`src/rtl/ps2_mouse_packet_tracker_defines.svh`:
```
// Assertion macros shared by the RTL. Define NO_ASSERTIONS to compile them out.
`ifndef PS2_MOUSE_PACKET_TRACKER_DEFINES_SVH
`define PS2_MOUSE_PACKET_TRACKER_DEFINES_SVH

`ifndef NO_ASSERTIONS
// Checked only while out of reset.
`define PS2MPT_ASSERT(label, prop) \
  label: assert property (@(posedge clk) disable iff (!rst_n) prop) \
    else $error("ps2mpt assertion failed");
// Checked at every edge, reset included.
`define PS2MPT_ASSERT_ALWAYS(label, prop) \
  label: assert property (@(posedge clk) prop) \
    else $error("ps2mpt assertion failed");
`else
`define PS2MPT_ASSERT(label, prop)
`define PS2MPT_ASSERT_ALWAYS(label, prop)
`endif

`endif

```
`src/rtl/ps2mpt_pkg.sv`:
```
package ps2mpt_pkg;

  // Field and register widths.
  localparam int unsigned POS_W   = 10;
  localparam int unsigned SIZE_W  = 11;
  localparam int unsigned BYTE_W  = 8;
  localparam int unsigned DELTA_W = BYTE_W + 1;
  localparam int unsigned SUM_W   = POS_W + 2;
  localparam int unsigned OUT_W   = 24;

  // Largest coordinate the position registers can hold.
  localparam logic [POS_W-1:0] POS_MAX = {POS_W{1'b1}};

  // Reset values.
  localparam logic [SIZE_W-1:0] WIDTH_RST  = SIZE_W'(800);
  localparam logic [SIZE_W-1:0] HEIGHT_RST = SIZE_W'(600);
  localparam logic [POS_W-1:0]  POS_X_RST  = POS_W'(400);
  localparam logic [POS_W-1:0]  POS_Y_RST  = POS_W'(300);

  // Bits of the first packet byte.
  localparam int unsigned SYNC_BIT = 3;
  localparam int unsigned LEFT_BIT = 0;

  // Configuration register indexes.
  typedef enum logic [0:0] {
    REG_WIDTH  = 1'b0,
    REG_HEIGHT = 1'b1
  } reg_idx_t;

  // Position within the current three-byte packet.
  typedef enum logic [2:0] {
    IDX_FIRST  = 3'b001,
    IDX_SECOND = 3'b010,
    IDX_THIRD  = 3'b100
  } byte_idx_t;

endpackage

```
`src/rtl/ps2_mouse_packet_tracker.sv`:
```
// PS/2 mouse packet tracker.
// Input stream: one controller byte per word, in_tdata holds the byte and
// in_tuser marks it as coming from the mouse channel; other bytes are dropped.
// Mouse bytes build three-byte packets; a packet starts only on a byte whose
// sync bit (bit 3) is set. Each completed packet yields one output word with
// the clamped pointer position, the left button level and a click pulse.
// Configuration: cfg_index 0 writes the screen width, 1 the screen height;
// writes are always taken and belong to idle periods between packets.
// Flow: a word is registered on acceptance and processed once the output slot is
// free; a third byte passes through the input register and then the output
// register that drives out_tvalid, and a waiting result can hold it in between.
// Throughput: one input word per cycle while no result waits on out_tready, set by
// the single input register that feeds the update logic and the single output register.
// Reset: packet position returns to the first byte, pointer to (400, 300),
// button to released, screen size to 800 x 600, and no word is pending.
// Stalls: while a result waits on out_tready, one more input word is held in
// the input register; further input is refused until the result is taken.
`include "ps2_mouse_packet_tracker_defines.svh"

module ps2_mouse_packet_tracker (
  input  logic                            clk,
  input  logic                            rst_n,
  // Input stream.
  input  logic                            in_tvalid,
  output logic                            in_tready,
  input  logic [ps2mpt_pkg::BYTE_W-1:0]   in_tdata,   // [7:0] data_byte
  input  logic                            in_tuser,   // [0] from_aux
  // Result stream.
  output logic                            out_tvalid,
  input  logic                            out_tready,
  // [9:0] pointer_x, [19:10] pointer_y, [20] button_held, [21] click_event,
  // [23:22] zero
  output logic [ps2mpt_pkg::OUT_W-1:0]    out_tdata,
  // Configuration write channel.
  input  logic                            cfg_valid,
  output logic                            cfg_ready,
  input  logic                            cfg_index,
  input  logic [ps2mpt_pkg::SIZE_W-1:0]   cfg_data
);
  import ps2mpt_pkg::*;

  // Input register.
  logic              in_v_r, in_v_nxt;
  logic [BYTE_W-1:0] in_byte_r;
  logic              in_aux_r;

  // Tracker state.
  byte_idx_t         idx_r, idx_nxt;
  logic              pkt_btn_r, pkt_btn_nxt;
  logic [BYTE_W-1:0] pkt_dx_r, pkt_dx_nxt;
  logic [POS_W-1:0]  pos_x_r, pos_x_nxt;
  logic [POS_W-1:0]  pos_y_r, pos_y_nxt;
  logic              held_r, held_nxt;
  logic              click_r, click_nxt;
  logic              out_v_r, out_v_nxt;
  logic [SIZE_W-1:0] width_r, width_nxt;
  logic [SIZE_W-1:0] height_r, height_nxt;

  logic                      adv;
  logic                      done;
  logic signed [DELTA_W-1:0] dx;
  logic signed [DELTA_W-1:0] dy;
  logic [POS_W-1:0]          x_moved;
  logic [POS_W-1:0]          y_moved;

  // Handshakes: the input register moves on when the output slot is free.
  assign adv       = in_v_r && (!out_v_r || out_tready);
  assign in_tready = !in_v_r || adv;
  assign cfg_ready = 1'b1;

  // Deltas: X is added, Y is subtracted.
  assign dx = $signed({pkt_dx_r[BYTE_W-1], pkt_dx_r});
  assign dy = DELTA_W'(0) - $signed({in_byte_r[BYTE_W-1], in_byte_r});

  ps2mpt_move u_move_x (
    .pos     (pos_x_r),
    .delta   (dx),
    .size    (width_r),
    .pos_new (x_moved)
  );

  ps2mpt_move u_move_y (
    .pos     (pos_y_r),
    .delta   (dy),
    .size    (height_r),
    .pos_new (y_moved)
  );

  // Packet assembly and position update.
  always_comb begin
    idx_nxt     = idx_r;
    pkt_btn_nxt = pkt_btn_r;
    pkt_dx_nxt  = pkt_dx_r;
    pos_x_nxt   = pos_x_r;
    pos_y_nxt   = pos_y_r;
    held_nxt    = held_r;
    click_nxt   = click_r;
    done        = 1'b0;
    if (adv && in_aux_r) begin
      unique case (idx_r)
        IDX_SECOND: begin
          pkt_dx_nxt = in_byte_r;
          idx_nxt    = IDX_THIRD;
        end
        IDX_THIRD: begin
          done      = 1'b1;
          idx_nxt   = IDX_FIRST;
          held_nxt  = pkt_btn_r;
          click_nxt = pkt_btn_r && !held_r;
          pos_x_nxt = x_moved;
          pos_y_nxt = y_moved;
        end
        default: begin
          if (in_byte_r[SYNC_BIT]) begin
            pkt_btn_nxt = in_byte_r[LEFT_BIT];
            idx_nxt     = IDX_SECOND;
          end
        end
      endcase
    end
  end

  // Stream control.
  always_comb begin
    in_v_nxt = in_v_r;
    if (in_tvalid && in_tready) begin
      in_v_nxt = 1'b1;
    end else if (adv) begin
      in_v_nxt = 1'b0;
    end
    out_v_nxt = out_v_r;
    if (done) begin
      out_v_nxt = 1'b1;
    end else if (out_tready) begin
      out_v_nxt = 1'b0;
    end
  end

  // Configuration writes.
  always_comb begin
    width_nxt  = width_r;
    height_nxt = height_r;
    if (cfg_valid && cfg_ready) begin
      unique case (reg_idx_t'(cfg_index))
        REG_WIDTH:  width_nxt  = cfg_data;
        REG_HEIGHT: height_nxt = cfg_data;
        default:    width_nxt  = width_r;
      endcase
    end
  end

  // Control and state registers.
  always_ff @(posedge clk) begin
    if (!rst_n) begin
      in_v_r   <= 1'b0;
      out_v_r  <= 1'b0;
      idx_r    <= IDX_FIRST;
      pos_x_r  <= POS_X_RST;
      pos_y_r  <= POS_Y_RST;
      held_r   <= 1'b0;
      click_r  <= 1'b0;
      width_r  <= WIDTH_RST;
      height_r <= HEIGHT_RST;
    end else begin
      in_v_r   <= in_v_nxt;
      out_v_r  <= out_v_nxt;
      idx_r    <= idx_nxt;
      pos_x_r  <= pos_x_nxt;
      pos_y_r  <= pos_y_nxt;
      held_r   <= held_nxt;
      click_r  <= click_nxt;
      width_r  <= width_nxt;
      height_r <= height_nxt;
    end
  end

  // Payload registers.
  always_ff @(posedge clk) begin
    if (in_tvalid && in_tready) begin
      in_byte_r <= in_tdata;
      in_aux_r  <= in_tuser;
    end
    pkt_btn_r <= pkt_btn_nxt;
    pkt_dx_r  <= pkt_dx_nxt;
  end

  // Result word.
  assign out_tvalid = out_v_r;
  assign out_tdata  = {2'b00, click_r, held_r, pos_y_r, pos_x_r};

  // Checks.
  `PS2MPT_ASSERT(a_third_byte_gives_word,
    (adv && in_aux_r && idx_r == IDX_THIRD) |=> out_v_r)
  `PS2MPT_ASSERT(a_no_overrun,
    (in_v_r && out_v_r && !out_tready) |-> !in_tready)
  `PS2MPT_ASSERT(a_click_is_press,
    done |=> (click_r == (held_r && !$past(held_r))))
  `PS2MPT_ASSERT_ALWAYS(a_reset_clears,
    !rst_n |=> (!out_v_r && !in_v_r && idx_r == IDX_FIRST))

endmodule

```
`src/rtl/ps2mpt_move.sv`:
```
// Moves one coordinate by a signed delta and clamps it to [0, size-1],
// saturating the upper bound at the largest representable position.
module ps2mpt_move (
  input  logic [ps2mpt_pkg::POS_W-1:0]          pos,
  input  logic signed [ps2mpt_pkg::DELTA_W-1:0] delta,
  input  logic [ps2mpt_pkg::SIZE_W-1:0]         size,
  output logic [ps2mpt_pkg::POS_W-1:0]          pos_new
);
  import ps2mpt_pkg::*;

  logic [SIZE_W-1:0]       size_m1;
  logic [POS_W-1:0]        lim;
  logic signed [SUM_W-1:0] sum;

  // Upper bound: a size of zero behaves as one.
  always_comb begin
    size_m1 = (size == '0) ? '0 : size - SIZE_W'(1);
    if (size_m1 > SIZE_W'(POS_MAX)) begin
      lim = POS_MAX;
    end else begin
      lim = size_m1[POS_W-1:0];
    end
  end

  // Signed sum, wide enough for both overshoots.
  assign sum = $signed({2'b00, pos}) + $signed({{(SUM_W-DELTA_W){delta[DELTA_W-1]}}, delta});

  // Clamp below at zero and above at the bound.
  always_comb begin
    if (sum < 0) begin
      pos_new = '0;
    end else if (sum > $signed({2'b00, lim})) begin
      pos_new = lim;
    end else begin
      pos_new = sum[POS_W-1:0];
    end
  end

endmodule
```
`config.mk`:
```
export PLATFORM = sky130hd
export DESIGN_NAME = ps2_mouse_packet_tracker
export DESIGN_NICKNAME = d
export VERILOG_FILES = /design/src/rtl/ps2mpt_pkg.sv /design/src/rtl/ps2_mouse_packet_tracker.sv /design/src/rtl/ps2mpt_move.sv
export VERILOG_INCLUDE_DIRS = /design/src /design/src/rtl
export SDC_FILE = /design/constraint.sdc
export NUM_CORES = 1
export LEC_CHECK = 0
export ABC_AREA = 1
export BUFFER_PORTS_ARGS = -buffer_cell sky130_fd_sc_hd__buf_2
export CORE_ASPECT_RATIO = 0.7
export CORE_UTILIZATION = 50
export CTS_BUF_LIST = sky130_fd_sc_hd__clkbuf_4
export DETAILED_ROUTE_END_ITERATION = 6
export HOLD_SLACK_MARGIN = 0.1
export PLACE_DENSITY = 0.72
export SLEW_MARGIN = 20
export SYNTH_ARGS = -nofsm -noshare
export SYNTH_HDL_FRONTEND = slang
export SYNTH_HIERARCHICAL = 1
export SYNTH_SLANG_ARGS = --single-unit
```
`constraint.sdc`:
```
create_clock -name clk -period 3.59 [get_ports clk]
set_input_delay 0.1795 -clock clk [delete_from_list [all_inputs] [get_ports clk]]
set_output_delay 0.1795 -clock clk [all_outputs]
set_load 0.02 [all_outputs]
```
==> out/metrics.cfg, run 1 <==
[power_and_ir_drop]
p_sw_frac=0.3567
p_int_uw=1151
power_density_nw_per_um2=292.2
p_seq_frac=0.461
p_sw_uw=638.3
comb_power_share=0.280
p_leak_uw=0.003065
clkPwrFrac=0.259
peakVddDrop_mv=0.2138

[run]
maxCapViolations=0

[yosys]
ys_seq_elements=67
ys_async_sr_fraction=0
syn_area_um2=5089
ys_warn_count=6
synth-main-ff-cell=dfxtp_1
syn_inst=719
seq_area_frac_synth=0.2990
synth_edf_count=18
synth.distinct_cells=40
postSynthAreaPerCell_um2=7.077

[clocking]
numCtsBuffers=9
max-clock-path-buffers=2
numClockSinks=67
clk_pin_slew_ps=130
clock_latency_ps=450
h-tree-depth=3
cts-root-buf=clkbuf_4
cts_tree=yes

[hold_path]
hp-class=input port to register

[finish]
fin_cells=944
multiInputGateArea_um2=3281
drive_above_1_share=0.2120
antenna_cells=0
register_area_um2=1521
fin_nets=884
fillers=830
area.growth.synth_to_final_pct=20.36

[sta]
tightest_slew_ps=885.1
finalClockSkew_ps=19.11
setup_violations=10
fmax_mhz=274.1
drv_slew=0
hold_viol_final=0
fin_ws_ps=-57.72
finalSetupTns_ps=-359.9
fin_crit_ps=3648
slew-limit-headroom=0.4099
rsz0062_at_grt=yes
fin_crit_sh=1.016

[critical_path]
cp-end-kind=register
cp.required_ps=3910
slowest_stage=edfxtp_1
cp.arrival_ps=3970
worst_path_largest_cell_delay_ps=480
critPathKind=register to register
crit_path_max_fanout=7
worstSetupStartpointType=register
cpMostUsedCell=nand2_2

[global_routing]
grt_pass1_vias=4686
antenna_found_initial=0
grt_use_met1=0.3611
grt_first_pass_wirelength_um=22140
grt_start_max_net_pins=50
grt_use_met2=0.4331
grt_overflow=0
busiest_layer=met2
grt_usage=0.2694
met3_usage=0.06447

[routing]
drtPass1Iterations=5
routedWlPerCell_um=14.89
routed_wl_um=14060
drtAntennaViolNets=0
avgViaCountPerCell=5.407
drc_errors=0
drtIter0Drc=357
vias=5104

[die]
dieWidth_um=122.6
ios=53
dieArea_um2=10590
core-area_um2=9797
initial_core_util=0.5194
fp-row-count=30
die_h_um=86.41

[placement]
dp_hpwl_um=9709
place_inst=888
pre_cts_ws_ps=-183.3
portBuffers=49
gp_congestion=0.9559

[run_status]
outcome=finished with violations
failed_checks=negative setup slack

Yosys cell counts, types with 3 or more instances:
| cell | count | area share |
|---|---|---|
| buf_6 | 8 | 0.018 |
| dfxtp_1 | 49 | 0.19 |
| nand2_2 | 17 | 0.021 |
| inv_1 | 83 | 0.061 |
| nand4_1 | 7 | 0.0086 |
| o21ai_1 | 12 | 0.012 |
| buf_4 | 7 | 0.010 |
| inv_2 | 4 | 0.0029 |
| clkbuf_1 | 6 | 0.0044 |
| xor2_1 | 20 | 0.034 |
| nand3_1 | 52 | 0.051 |
| ha_1 | 45 | 0.11 |
| a21oi_1 | 31 | 0.030 |
| o21ai_2 | 4 | 0.0069 |
| xnor2_1 | 14 | 0.024 |
| nand2_1 | 136 | 0.10 |
| buf_2 | 3 | 0.0029 |
| nor2_1 | 128 | 0.094 |
| a31oi_1 | 5 | 0.0061 |
| o21ai_0 | 29 | 0.029 |
| edfxtp_1 | 18 | 0.11 |
| nand3_2 | 3 | 0.0059 |
| nor3_1 | 6 | 0.0059 |
metal layers:
layer	routed length (um)	share of wire
met2	6290	0.45
met1	6543	0.47
met4	248	0.018
met3	973	0.069
met5	0	0
placed cells by master (no fill, tap or decap), types with 4 or more instances in the layout:
| cell | count |
|---|---|
| buf_4 | 29 |
| nor2_1 | 124 |
| o21ai_0 | 27 |
| dfxtp_1 | 49 |
| nand3_1 | 51 |
| a21oi_2 | 4 |
| nand2_2 | 24 |
| nand4_1 | 7 |
| xor2_1 | 18 |
| buf_2 | 49 |
| o21ai_1 | 14 |
| ha_1 | 40 |
| nand3_2 | 4 |
| xnor2_1 | 13 |
| nor2_2 | 5 |
| inv_1 | 79 |
| nand2_1 | 128 |
| inv_2 | 8 |
| dlygate4sd3_1 | 22 |
| edfxtp_1 | 18 |
| clkbuf_4 | 9 |
| nor3_1 | 5 |
| a21oi_1 | 27 |
critical path, delay by kind of cell (launching register included):
kind                       cells  cell delay, ps
AOI/OAI and AO/OA              2             220
xor gates and xnor gates       2             370
adders and majority gates      2             630
buffers and inverters          4             370
DFF                            1             480
and+or+nand+nor               16            1450
stage by stage:
stage                     power, uW  hold slack, ps  area (um2)    util
after detailed placement       1239           358.6        5430  0.5543
final                          1789           152.9        6125  0.6252
after global routing           1890           183.0        6125  0.6252
after global placement         1224           357.7        5430  0.5543
after floorplan                1141           278.4        5092       -
after CTS                      1751           129.0        5924  0.6047
layout make-up:
cell class	instances	share of cell area
Tap cell	128	0.02615
Sequential cell	67	0.2484
Timing Repair Buffer	101	0.1148
Clock inverter	7	0.008580
Multi-Input combinational cell	543	0.5356
Clock buffer	9	0.01103
Inverter	89	0.05536
final timing paths:
kind	start	endpoint	slack [ps]	cells after the start
worst max register to register	in_byte_r[3]	pos_y_r[8]	-60	26
worst min register to register	in_byte_r[1]	pkt_dx_r[1]	490	0
worst max-delay path	in_byte_r[3]	pos_y_r[8]	-60	26
worst min-delay path	out_tready	out_tvalid	150	4
timing repair:
item                                    CTS  global route
gates resized for setup                  20            25
hold buffers                             22             0
pin swaps                                17            27
endpoints found under the setup margin   10            20
gates cloned                              3             0
setup buffers                             6             9
endpoints found under the hold margin    31             0
kinds of logic after synthesis:
logic type,Yosys count,share of synthesized area
AND/OR/NAND/NOR,362,0.3091
buffers and inverters,113,0.1020
AO/OA/AOI/OAI,94,0.1114
flip-flops,67,0.2990
adder cells (fa/ha/maj),47,0.1185
XOR/XNOR,34,0.05852
other,2,0.001476
sequential cells by signal, indices dropped and copies added, names as in the netlist:
name / cells
height_r: 11
width_r: 11
pos_x_r: 10
pos_y_r: 10
in_byte_r: 8
pkt_dx_r: 8
idx_r: 3
click_r: 1
held_r: 1
in_aux_r: 1
in_v_r: 1
out_tvalid: 1
pkt_btn_r: 1
power groups by stage:
stage / clock (uW) / combinational [uW] / sequential (uW)
2_1_floorplan: 0 / 307 / 834
3_3_place_gp: 0 / 384 / 839
3_5_place_dp: 0 / 398 / 841
4_1_cts: 473 / 454 / 824
5_1_grt: 506 / 555 / 828
6_report: 463 / 502 / 825
(Power assumes the default switching activity.)
==> run 2, diff against run 1 <==
- CORE_UTILIZATION: 50 -> 56
- PLACE_DENSITY: 0.72 -> 0.79
==> out/metrics.cfg, run 2 (synthesis gave the netlist of run 1 again) <==
[run_status]
outcome=finished with violations
failed_checks=design-rule violations, negative setup slack

[die]
fp-row-count=28
dieArea_um2=9478
core-area_um2=8618
die_h_um=81.76
ios=53
dieWidth_um=115.9
initial_core_util=0.5904

[critical_path]
worst_path_largest_cell_delay_ps=470
cpMostUsedCell=nand2_1
slowest_stage=edfxtp_1
cp.required_ps=3950
cp-end-kind=register
worstSetupStartpointType=register
crit_path_max_fanout=7
cp.arrival_ps=4150
critPathKind=register to register

[routing]
vias=5096
drtIter0Drc=406
drtAntennaViolNets=0
drtPass1Iterations=7
routed_wl_um=13740
avgViaCountPerCell=5.427
drc_errors=8
routedWlPerCell_um=14.63

[placement]
portBuffers=49
pre_cts_ws_ps=-207.3
gp_congestion=0.9390
dp_hpwl_um=9429

[power_and_ir_drop]
power_density_nw_per_um2=301.3
peakVddDrop_mv=0.2819
p_leak_uw=0.003125

[sta]
fin_crit_sh=1.057
fin_crit_ps=3794
fin_ws_ps=-204.0
finalSetupTns_ps=-1487
fmax_mhz=263.6
setup_violations=10
rsz0062_at_grt=yes
finalClockSkew_ps=20.38
hold_viol_final=0
slew-limit-headroom=0.4217
tightest_slew_ps=867.4
drv_slew=0

[clocking]
h-tree-depth=3
numClockSinks=67
cts-root-buf=clkbuf_4
clock_latency_ps=440
cts_tree=yes
clk_pin_slew_ps=110
numCtsBuffers=9
max-clock-path-buffers=2

[hold_path]
hp-class=input port to register

[global_routing]
grt_usage=0.2942
grt_first_pass_wirelength_um=21450
grt_pass1_vias=4738
antenna_found_initial=0
grt_start_max_net_pins=50
grt_overflow=0

[finish]
antenna_cells=0
final_common_cell=nand2_1
most-common-layout-cells=nand2_1 (125), nor2_1 (124), inv_1 (79)
area.growth.synth_to_final_pct=22.52
reg_top3=height_r x11, width_r x11
fin_nets=887
drive_above_1_share=0.2271

[run]
maxCapViolations=0

[run 2: power by group]
group          internal, uW  switching, uW  leakage [uW]
clock network           226            297     0.0000772
registers               800           27.0      0.000569
logic                   221            307       0.00248
[run 2: layout make-up]
class                           count  area [um2]
Timing Repair Buffer              104       739.5
Fill cell                         677        2384
Inverter                           89       344.1
Tap cell                          120       150.1
Multi-Input combinational cell    543        3343
Clock inverter                      5       53.80
Clock buffer                       11       82.58
Sequential cell                    67        1521
[run 2: path summary, 6_finish.rpt]
check	end	depth (start not counted)	slack, ps	startpoint
setup / recovery	pos_y_r[5]	26	-200	in_byte_r[2]
hold / removal	in_v_r	4	140	out_tready
setup reg to reg	pos_y_r[5]	26	-200	in_byte_r[2]
hold reg to reg	click_r	1	470	held_r
[run 2: routing by layer]
layer	vias to the layer above	GRT usage	part of all wire
met5	-	0	0
met4	0	0.09872	0.016
met3	30	0.06052	0.068
met2	194	0.5143	0.47
met1	2355	0.3639	0.45
li1	2517	-	-
[run 2: critical path: cells and delay by family, from the launching register on]
family	cells	cell delay (ps)
buf+inv	5	420
simple gates	15	1510
xor+xnor	2	390
flops	1	470
compound gates	2	280
fa+ha+maj	2	660
[run 2: stage by stage]
stage               total power (uW)  std cells  hold WS (ps)    util  cell area (um2)
floorplan                       1141        720         278.4       -             5092
global placement                1216        873         355.8  0.6228             5368
detailed placement              1231        873         357.6  0.6228             5368
CTS                             1814        926         112.6  0.6908             5953
global route                    1971        939         159.7  0.7234             6235
finish                          1879        939         143.8  0.7234             6235
[run 2: repair_timing]
action / in CTS / in global routing
setup endpoints to repair: 10 / 20
pin swaps: 20 / 41
hold endpoints to repair: 32 / 0
setup buffers: 13 / 13
gates cloned: 3 / 0
gates resized for setup: 26 / 34
hold buffers: 21 / 0
